==> src/hdl/sfba_pkg.sv <==
// shared types, codes and constants of the segregated fit allocator
`timescale 1ns / 1ps

package sfba_pkg;

    localparam int BLOCKS_PER_CLASS_DEF = 32;
    localparam int NUM_CLASSES_DEF      = 3;
    localparam int SIZE_BITS_DEF        = 13;

    localparam int REQ_W       = 13;
    localparam int LIDX_W      = 5;
    localparam int CLS_IN_W    = 2;
    localparam int OUT_BYTES_W = 13;
    localparam int TOT_W       = 18;
    localparam int IN_TDATA_W  = 40;
    localparam int OUT_TDATA_W = 56;
    localparam int CFG_W       = 13;
    localparam int CFG_IDX_W   = 2;

    localparam logic [CFG_W-1:0] SMALL_LIMIT_RST  = 13'd256;
    localparam logic [CFG_W-1:0] MEDIUM_LIMIT_RST = 13'd1024;
    localparam logic [CFG_W-1:0] LARGE_LIMIT_RST  = 13'd5000;

    localparam logic [CFG_IDX_W-1:0] CFG_FIT_MODE = 2'd0;
    localparam logic [CFG_IDX_W-1:0] CFG_SMALL    = 2'd1;
    localparam logic [CFG_IDX_W-1:0] CFG_MEDIUM   = 2'd2;
    localparam logic [CFG_IDX_W-1:0] CFG_LARGE    = 2'd3;

    localparam logic OP_LOAD  = 1'b0;
    localparam logic OP_ALLOC = 1'b1;

    localparam logic [1:0] MODE_BEST  = 2'd1;
    localparam logic [1:0] MODE_WORST = 2'd2;

    localparam logic [1:0] ST_GRANTED   = 2'd0;
    localparam logic [1:0] ST_NO_FIT    = 2'd1;
    localparam logic [1:0] ST_TOO_LARGE = 2'd2;
    localparam logic [1:0] ST_LOADED    = 2'd3;

    // command broadcast from the controller to every cell
    typedef struct packed {
        logic                op;
        logic [CLS_IN_W-1:0] cls;
        logic [1:0]          mode;
        logic                commit;
    } t_cmd;

    // control part of the search token that walks the cell row
    typedef struct packed {
        logic valid;
        logic found;
    } t_tok;

endpackage

==> src/hdl/sfba_cell.sv <==
// one cell of the row: entries of one table position in every class
`timescale 1ns / 1ps

module sfba_cell #(
    parameter int BLOCKS_PER_CLASS = sfba_pkg::BLOCKS_PER_CLASS_DEF,
    parameter int NUM_CLASSES      = sfba_pkg::NUM_CLASSES_DEF,
    parameter int SIZE_BITS        = sfba_pkg::SIZE_BITS_DEF,
    parameter int CELL_IDX         = 0,
    localparam int IDX_W = (BLOCKS_PER_CLASS > 1) ? $clog2(BLOCKS_PER_CLASS) : 1,
    localparam int CLS_W = (NUM_CLASSES > 1) ? $clog2(NUM_CLASSES) : 1,
    localparam int CMP_W = (SIZE_BITS > sfba_pkg::REQ_W) ? SIZE_BITS : sfba_pkg::REQ_W
) (
    input  logic                        i_clk,
    input  logic                        i_rst_n,
    input  sfba_pkg::t_cmd              i_cmd,
    input  logic [sfba_pkg::REQ_W-1:0]  i_req,
    input  logic [SIZE_BITS-1:0]        i_bytes,
    input  logic [sfba_pkg::LIDX_W-1:0] i_load_idx,
    input  logic [IDX_W-1:0]            i_commit_pick,
    input  logic [SIZE_BITS-1:0]        i_commit_left,
    input  sfba_pkg::t_tok              i_tok,
    input  logic [IDX_W-1:0]            i_tok_pick,
    input  logic [SIZE_BITS-1:0]        i_tok_left,
    output sfba_pkg::t_tok              o_tok,
    output logic [IDX_W-1:0]            o_tok_pick,
    output logic [SIZE_BITS-1:0]        o_tok_left
);

    logic [SIZE_BITS-1:0]   r_bytes [NUM_CLASSES];
    logic [SIZE_BITS-1:0]   r_waste [NUM_CLASSES];
    logic [NUM_CLASSES-1:0] r_loaded;
    logic [NUM_CLASSES-1:0] r_used;
    sfba_pkg::t_tok         r_tok;
    logic [IDX_W-1:0]       r_tok_pick;
    logic [SIZE_BITS-1:0]   r_tok_left;

    sfba_pkg::t_tok         n_tok;
    logic [IDX_W-1:0]       n_tok_pick;
    logic [SIZE_BITS-1:0]   n_tok_left;

    logic [CLS_W-1:0]       w_cls;
    logic [SIZE_BITS-1:0]   w_sel_bytes;
    logic [SIZE_BITS-1:0]   w_left;
    logic                   w_here_load;
    logic                   w_load_we;
    logic                   w_fits;
    logic                   w_take;
    logic                   w_commit_here;

    assign w_cls         = i_cmd.cls[CLS_W-1:0];
    assign w_sel_bytes   = r_bytes[w_cls];
    assign w_here_load   = (32'(i_load_idx) == CELL_IDX);
    assign w_load_we     = i_tok.valid && (i_cmd.op == sfba_pkg::OP_LOAD) && w_here_load;
    assign w_left        = SIZE_BITS'(CMP_W'(w_sel_bytes) - CMP_W'(i_req));
    assign w_fits        = r_loaded[w_cls] && !r_used[w_cls]
                           && (CMP_W'(w_sel_bytes) >= CMP_W'(i_req));
    assign w_take        = w_fits && (!i_tok.found
                           || ((i_cmd.mode == sfba_pkg::MODE_BEST) && (w_left < i_tok_left))
                           || ((i_cmd.mode == sfba_pkg::MODE_WORST) && (w_left > i_tok_left)));
    assign w_commit_here = i_cmd.commit && (i_commit_pick == IDX_W'(CELL_IDX));

    always_comb begin
        n_tok      = i_tok;
        n_tok_pick = i_tok_pick;
        n_tok_left = i_tok_left;
        if (i_cmd.op == sfba_pkg::OP_LOAD) begin
            // hand back the waste this entry held so the total can drop it
            if (w_here_load && r_used[w_cls]) begin
                n_tok_left = r_waste[w_cls];
            end
        end else if (w_take) begin
            n_tok.found = 1'b1;
            n_tok_pick  = IDX_W'(CELL_IDX);
            n_tok_left  = w_left;
        end
    end

    always_ff @(posedge i_clk) begin
        if (!i_rst_n) begin
            r_tok    <= '0;
            r_loaded <= '0;
            r_used   <= '0;
        end else begin
            r_tok <= n_tok;
            if (w_load_we) begin
                r_loaded[w_cls] <= 1'b1;
                r_used[w_cls]   <= 1'b0;
            end
            if (w_commit_here) begin
                r_used[w_cls] <= 1'b1;
            end
        end
    end

    always_ff @(posedge i_clk) begin
        r_tok_pick <= n_tok_pick;
        r_tok_left <= n_tok_left;
        if (w_load_we) begin
            r_bytes[w_cls] <= i_bytes;
            r_waste[w_cls] <= '0;
        end
        if (w_commit_here) begin
            r_waste[w_cls] <= i_commit_left;
        end
    end

    assign o_tok      = r_tok;
    assign o_tok_pick = r_tok_pick;
    assign o_tok_left = r_tok_left;

endmodule

==> config.mk <==
export PLATFORM = sky130hd
export DESIGN_NAME = sfba_cell
export DESIGN_NICKNAME = d
export VERILOG_FILES = /design/src/hdl/sfba_pkg.sv /design/src/hdl/sfba_cell.sv
export SDC_FILE = /design/constraint.sdc
export NUM_CORES = 1
export LEC_CHECK = 0
export CORE_AREA = 2 2 101 103
export DETAILED_ROUTE_END_ITERATION = 10
export DIE_AREA = 0 0 103 105
export DONT_BUFFER_PORTS = 1
export PLACE_DENSITY = 0.69
export SLEW_MARGIN = 20
export SYNTH_ARGS = -nofsm -noshare
export SYNTH_HDL_FRONTEND = slang
export SYNTH_SLANG_ARGS = --single-unit
==> constraint.sdc <==
create_clock -name i_clk -period 6.8 [get_ports i_clk]
set_input_delay 0.68 -clock i_clk [delete_from_list [all_inputs] [get_ports i_clk]]
set_output_delay 0.68 -clock i_clk [all_outputs]
set_load 0.01 [all_outputs]
Word-level counts from Yosys, hierarchy flattened

Memories as Yosys holds them, arrays and structs flattened.
Cells that the tools add are included.

Add/sub/neg operators: 1
Equality and inequality tests: 2
Multiplexer cells: 21
Magnitude comparators: 5
Reductions and logical operators: 16
Bitwise operators: 6

Operators with widths:

| kind                                                 | count |
|---|---|
| 2-to-1 mux 13 bit                                    | 4 |
| >= comparator 13 bit                                 | 1 |
| greater-than comparator 13 bit                       | 1 |
| < comparator 13 bit                                  | 1 |
| subtractor 13 bit                                    | 1 |
| logical AND 1 bit                                    | 10 |
| zero test 5 bit                                      | 2 |
| 2-to-1 mux 5 bit                                     | 2 |
| 2-to-1 mux 1 bit                                     | 9 |
| 2-to-1 mux 3 bit                                     | 3 |
| bitwise OR 3 bit                                     | 2 |
| binary-select mux 1 bit (select 2 bit)               | 2 |
| AND 3 bit                                            | 1 |
| < comparator 2 x 3 -> 1 bit (second input constant)  | 1 |
| NOT 3 bit                                            | 1 |
| demux 1 bit (select 2 bit)                           | 1 |
| == test 2 x 1 -> 1 bit (second input constant)       | 1 |
| == test 2 bit (second input constant)                | 1 |
| >= comparator 2 x 1 -> 1 bit (second input constant) | 1 |
| zero test 1 bit                                      | 2 |
| logical OR 1 bit                                     | 2 |
| NOT 1 bit                                            | 1 |
| bitwise OR 1 bit                                     | 1 |

Register bits: 26
Memories: 2
Bits in writable memories: 78

Memory list:

| name    | words | bits a word | read ports | clocked after memory_dff | write ports | line            | RTL |
|---|---|---|---|---|---|---|---|
| r_bytes | 3     | 13          | 1          | 0                        | 1           | sfba_cell.sv:29 | `logic [SIZE_BITS-1:0] r_bytes [NUM_CLASSES];` |
| r_waste | 3     | 13          | 1          | 0                        | 1           | sfba_cell.sv:30 | `logic [SIZE_BITS-1:0] r_waste [NUM_CLASSES];` |

Logic depth before layout (Yosys ltp)

Depth after elaboration: 10
Gate-level depth with buffers: 22
Gate-level depth less buffers: 18

Least setup slack after synthesis

No wires, ideal clock.

Kind: input-to-reg
Start: in i_cmd[4] in the netlist's numbering
End: reg r_tok_left[8], in the netlist o_tok_left[8]
Library setup time: 0.122 ns
Setup slack: 1.866 ns
Arrival time: 4.813 ns
Stages: 21
Data required time: 6.678 ns
Cell sequence: clkbuf_1 clkbuf_1 buf_1 clkbuf_1 nand2_1 o21ai_0 ha_1 nor2b_1 o2111ai_1 nand2_1 a21o_1 a21oi_1 xor2_1 inv_1 ha_1 nand4_1 a311oi_1 a2111o_1 mux2i_1 or4_1 o311a_1

Longest elaborated chain between the ends: 9
Elaborated cells on any way between the ends: 22
Those cells by class: add/sub (1); order compare (3); mux (7); reduce/logical (9); memory (2)

RTL lines:

| what                     | line            | RTL |
|---|---|---|
| start: declaration       | sfba_cell.sv:15 | `input sfba_pkg::t_cmd i_cmd,` |
| memory read (3 x 13 bit) | -               |  |
| subtractor 13 bit        | sfba_cell.sv:54 | `assign w_left = SIZE_BITS'(CMP_W'(w_sel_bytes) - CMP_W'(i_req));` |
| < comparator 13 bit      | sfba_cell.sv:58 | `\|\| ((i_cmd.mode == sfba_pkg::MODE_BEST) && (w_left < i_tok_left))` |
| logical AND 1 bit        | sfba_cell.sv:58 |  |
| logical OR 1 bit         | sfba_cell.sv:58 |  |
| logical OR 1 bit         | sfba_cell.sv:59 | `\|\| ((i_cmd.mode == sfba_pkg::MODE_WORST) && (w_left > i_tok_left)));` |
| logical AND 1 bit        | sfba_cell.sv:57 | `assign w_take = w_fits && (!i_tok.found` |
| 2-to-1 mux 13 bit        | sfba_cell.sv:71 | `end else if (w_take) begin` |
| 2-to-1 mux 13 bit (*)    | sfba_cell.sv:66 | `if (i_cmd.op == sfba_pkg::OP_LOAD) begin` |
| named net n_tok_left[8]  | sfba_cell.sv:39 | `logic [SIZE_BITS-1:0] n_tok_left;` |
| end signal: assignment   | sfba_cell.sv:97 | `r_tok_left <= n_tok_left;` |
| end: declaration         | sfba_cell.sv:35 | `logic [SIZE_BITS-1:0] r_tok_left;` |

The timed path passes the listed nets; every way through them passes the cells marked *. The select of a mux whose other input is x is not followed.
A chain may end at the register's enable or synchronous reset.

Worst setup path in the final report

Start: mem r_bytes[1][0] in the netlist's numbering
End: reg r_tok_left[11], in the netlist o_tok_left[11]

Longest elaborated chain between the ends: 9
Elaborated cells on any way between the ends: 13
Those cells by class: add/sub (1); order compare (3); mux (2); reduce/logical (6); memory (1)

RTL lines:

| what                         | line |
|---|---|
| start: declaration           | sfba_cell.sv:29 |
| memory read (3 x 13 bit) (*) | - |
| subtractor 13 bit            | sfba_cell.sv:54 |
| < comparator 13 bit          | sfba_cell.sv:58 |
| logical AND 1 bit            | sfba_cell.sv:58 |
| logical OR 1 bit             | sfba_cell.sv:58 |
| logical OR 1 bit             | sfba_cell.sv:59 |
| logical AND 1 bit            | sfba_cell.sv:57 |
| 2-to-1 mux 13 bit (*)        | sfba_cell.sv:71 |
| 2-to-1 mux 13 bit (*)        | sfba_cell.sv:66 |
| named net n_tok_left[11]     | sfba_cell.sv:39 |

The timed path passes the listed nets; every way through them passes the cells marked *.

==> summary.txt <==
Status
  • Status: complete, no violations

Floorplanning
  • Core area: 9640 um^2
  • I/O pins: 97
  • Die height: 105 um
  • Initial Util: 54.2%
  • Die area: 10,800 um^2
  • DIE WIDTH: 103 um
  • Standard-cell row count: 36

Detailed routing
  • Drt wl/cell: 18.2 um
  • DRT iter0 DRCs: 150
  • DRT Wirelength: 10,900 um
  • Total vias in the final route: 3,397
  • Final ANT Viol Nets: 0
  • DRT Pass-1 Iters: 4
  • Vias per inst: 5.68
  • Residual DRC: 0

Global route
  • Largest net degree at the start of global routing: 62
  • Grt ovf: 0
  • Number of global-route vias before repair: 3,424
  • First-pass GRT wire length: 17,500 um
  • Initial antenna violation count: 0
  • Overall routing resource usage: 21.3%

STA
  • Setup violations, final: 0
  • Worst-Margin Slew: 936 ps
  • Worst Clk Skew: 13.2 ps
  • RSZ-0062 raised after global routing: false
  • Fin crit share: 71.6%
  • Slew Limit Fails: 0
  • F_max: 0.205 GHz
  • Setup TNS: 0 ps
  • Final hold vios: 0
  • Final Critical Period: 4870 ps
  • Max-slew headroom: 35.8%

Power and ir drop
  • Sw Share: 24.5%
  • P_sw: 0.313 mW
  • Comb power frac: 12.2%
  • Power Internal: 0.963 mW
  • Clk network pwr share: 33.4%
  • Power after layout: 1.28 mW
  • Pleak: 2.06 nW
  • PD cells: 230 nW/um^2
  • Worst vdd ir: 0.119 mV
  • Sequential share of power: 54.4%

Clock network
  • Clock insertion delay at the later pin of the skew report: 370 ps
  • Setup repair bufs after CTS: 0
  • Clk root buf: clkbuf_8
  • Clock sinks: 104
  • Resized cells post-CTS: 0
  • Clock buffer depth: 2
  • Clock Pin Slew Worst Setup and Hold Paths: 100 ps
  • CTS tree: yes
  • H-Tree Depth: 3
  • Hold buffers post-CTS: 0
  • Num CTS Buffers: 9

Setup path
  • WP data arrival: 5110 ps
  • Critical path required time: 7050 ps
  • Kind of start point of the critical path: flip-flop
  • Most used cell, CP: a21oi_1
  • Stages on worst setup path: 18
  • Crit Path Category: flip-flop to flip-flop
  • Worst reg2reg path depth: 18
  • Slowest CP cell: mux2i_1
  • Worst Path Buf+Inv: 1
  • CP endpoint kind: flip-flop
  • CP Max Fanout: 13
  • CP top delay family: compound AO/OA/AOI/OAI gates
  • CP Cell Sequence: mux2i_1, nor2_1, a21oi_1, ha_1, inv_1, fa_1, a21o_1, a21oi_1, o221ai_1, a21oi_1, xnor2_1, ha_1, nand4_1, a311oi_1, a2111o_1, mux2i_1, nor2_1, a311oi_1
  • Critical Path Max Stage Delay: 740 ps

Final layout
  • Share of cells above drive strength 1: 6.45%
  • Post-route cell area: 5550 um^2
  • Area Overhead vs Synth: 6.23%
  • Final Non-Filler Cells: 598
  • Sequential cell area: 2860 um^2
  • ANT cells: 0
  • Footprint of the multi-input gates: 2150 um^2
  • Nets@finish: 565
  • Filler cells: 849
  • Final core occ: 57.6%

Yosys
  • Synth Warn #: 0
  • Sequential share of the synthesized area: 54.8%
  • EDFF count, synth: 78
  • Synthesized area per cell: 11.2 um^2
  • Cells after synthesis: 468
  • Post-synth top flop: edfxtp_1
  • Netlist Area Pre-Place: 5230 um^2
  • Post-synth net total: 573
  • Synth unique cells: 51
  • Async SR Flop Fraction: 0%
  • #FFs+latches synth: 104

Place
  • DP Wirelength: 7900 um
  • Port bufs: 0
  • GPL Wtd Cong: 0.908
  • Cells after DPL: 582
  • Placed Area: 5330 um^2

Hold path
  • Worst Hold Path Cells: 0
  • Worst Hold Class: input port to flip-flop

Run
  • Max Cap Viol: 0
==> power by group through the flow <==
stage / registers, mW / logic (mW) / clock network, mW
3_3_place_gp: 0.710 / 0.152 / 0
4_1_cts: 0.695 / 0.154 / 0.432
6_report: 0.695 / 0.155 / 0.426
3_5_place_dp: 0.710 / 0.153 / 0
2_1_floorplan: 0.709 / 0.131 / 0
5_1_grt: 0.697 / 0.175 / 0.457
==> cells in the final DEF (no fill, tap or decap), drive strengths merged, types with 10 or more instances in the layout <==
cell type   n
a211oi     14
a21oi      35
a31oi      10
and2       14
dfxtp      26
edfxtp     78
ha         27
inv        35
mux2i      29
nand2      23
nor2       38
o21ai      26
==> layer usage <==
| layer | share of wire, % | GRT usage, % | up-vias |
|---|---|---|---|
| met4 | 1.8 | 6.48 | 0 |
| met3 | 7.1 | 6.76 | 13 |
| met5 | 0 | 0 | - |
| met2 | 47 | 32.9 | 97 |
| met1 | 45 | 28.7 | 1578 |
| li1 | - | - | 1709 |
==> Yosys cell counts (all sizes together) (6+ instances only) <==
library cell  count  area share, %
nor2             38            2.7
a31oi            10            1.2
ha               27            6.5
a21oi            35            3.4
a21boi            6           0.86
edfxtp           78             45
o21ai            26            2.5
a21o              7            1.0
dfxtp            26             10
and2             14            1.7
a211oi           14            2.0
xnor2             7            1.2
nand2            23            1.7
inv              32            2.3
buf              11            1.1
nand3             8           0.77
clkbuf           12           0.86
nor2b             8           0.96
mux2i            29            5.6
==> final timing paths <==
| path | endpoint | slack [ps] | startpoint |
|---|---|---|---|
| setup / recovery | o_tok_left[11] | 1930 | r_bytes[1][0] |
| setup reg to reg | o_tok_left[11] | 1930 | r_bytes[1][0] |
| hold / removal | r_bytes[0][2] | 400 | i_bytes[2] |
| hold reg to reg | r_loaded[2] | 470 | r_loaded[2] |
==> state kept, by name, summed over array words and instances (netlist names) <==
name / count
o_tok_pick: 5
r_waste: 39
o_tok: 2
r_used: 3
o_tok_left: 13
r_bytes: 39
r_loaded: 3
==> through the flow <==
step	worst slack, ps	hold slack (ps)
after floorplan	1870	440
after global placement	1720	447
after detailed placement	1600	454
after CTS	1940	390
after global routing	1380	376
final	1930	397
==> kinds of logic (layout without fill, tap and decap cells) <==
family	count (synthesis)	count (layout)	share of synthesized area, %
compound gates	123	123	15.4
xor+xnor	10	10	1.68
fa+ha+maj	28	28	6.85
buf+inv	55	52	4.26
flops	104	104	54.8
mux	31	31	5.99
simple gates	117	117	11.0
==> layout make-up <==
class,count,share of cell area [%]
Sequential cell,104,51.6
Multi-Input combinational cell,309,38.7
Tap cell,133,3.00
Clock buffer,9,2.23
Inverter,32,2.16
Clock inverter,7,1.76
Timing Repair Buffer,4,0.541
(Power assumes the default switching activity.)
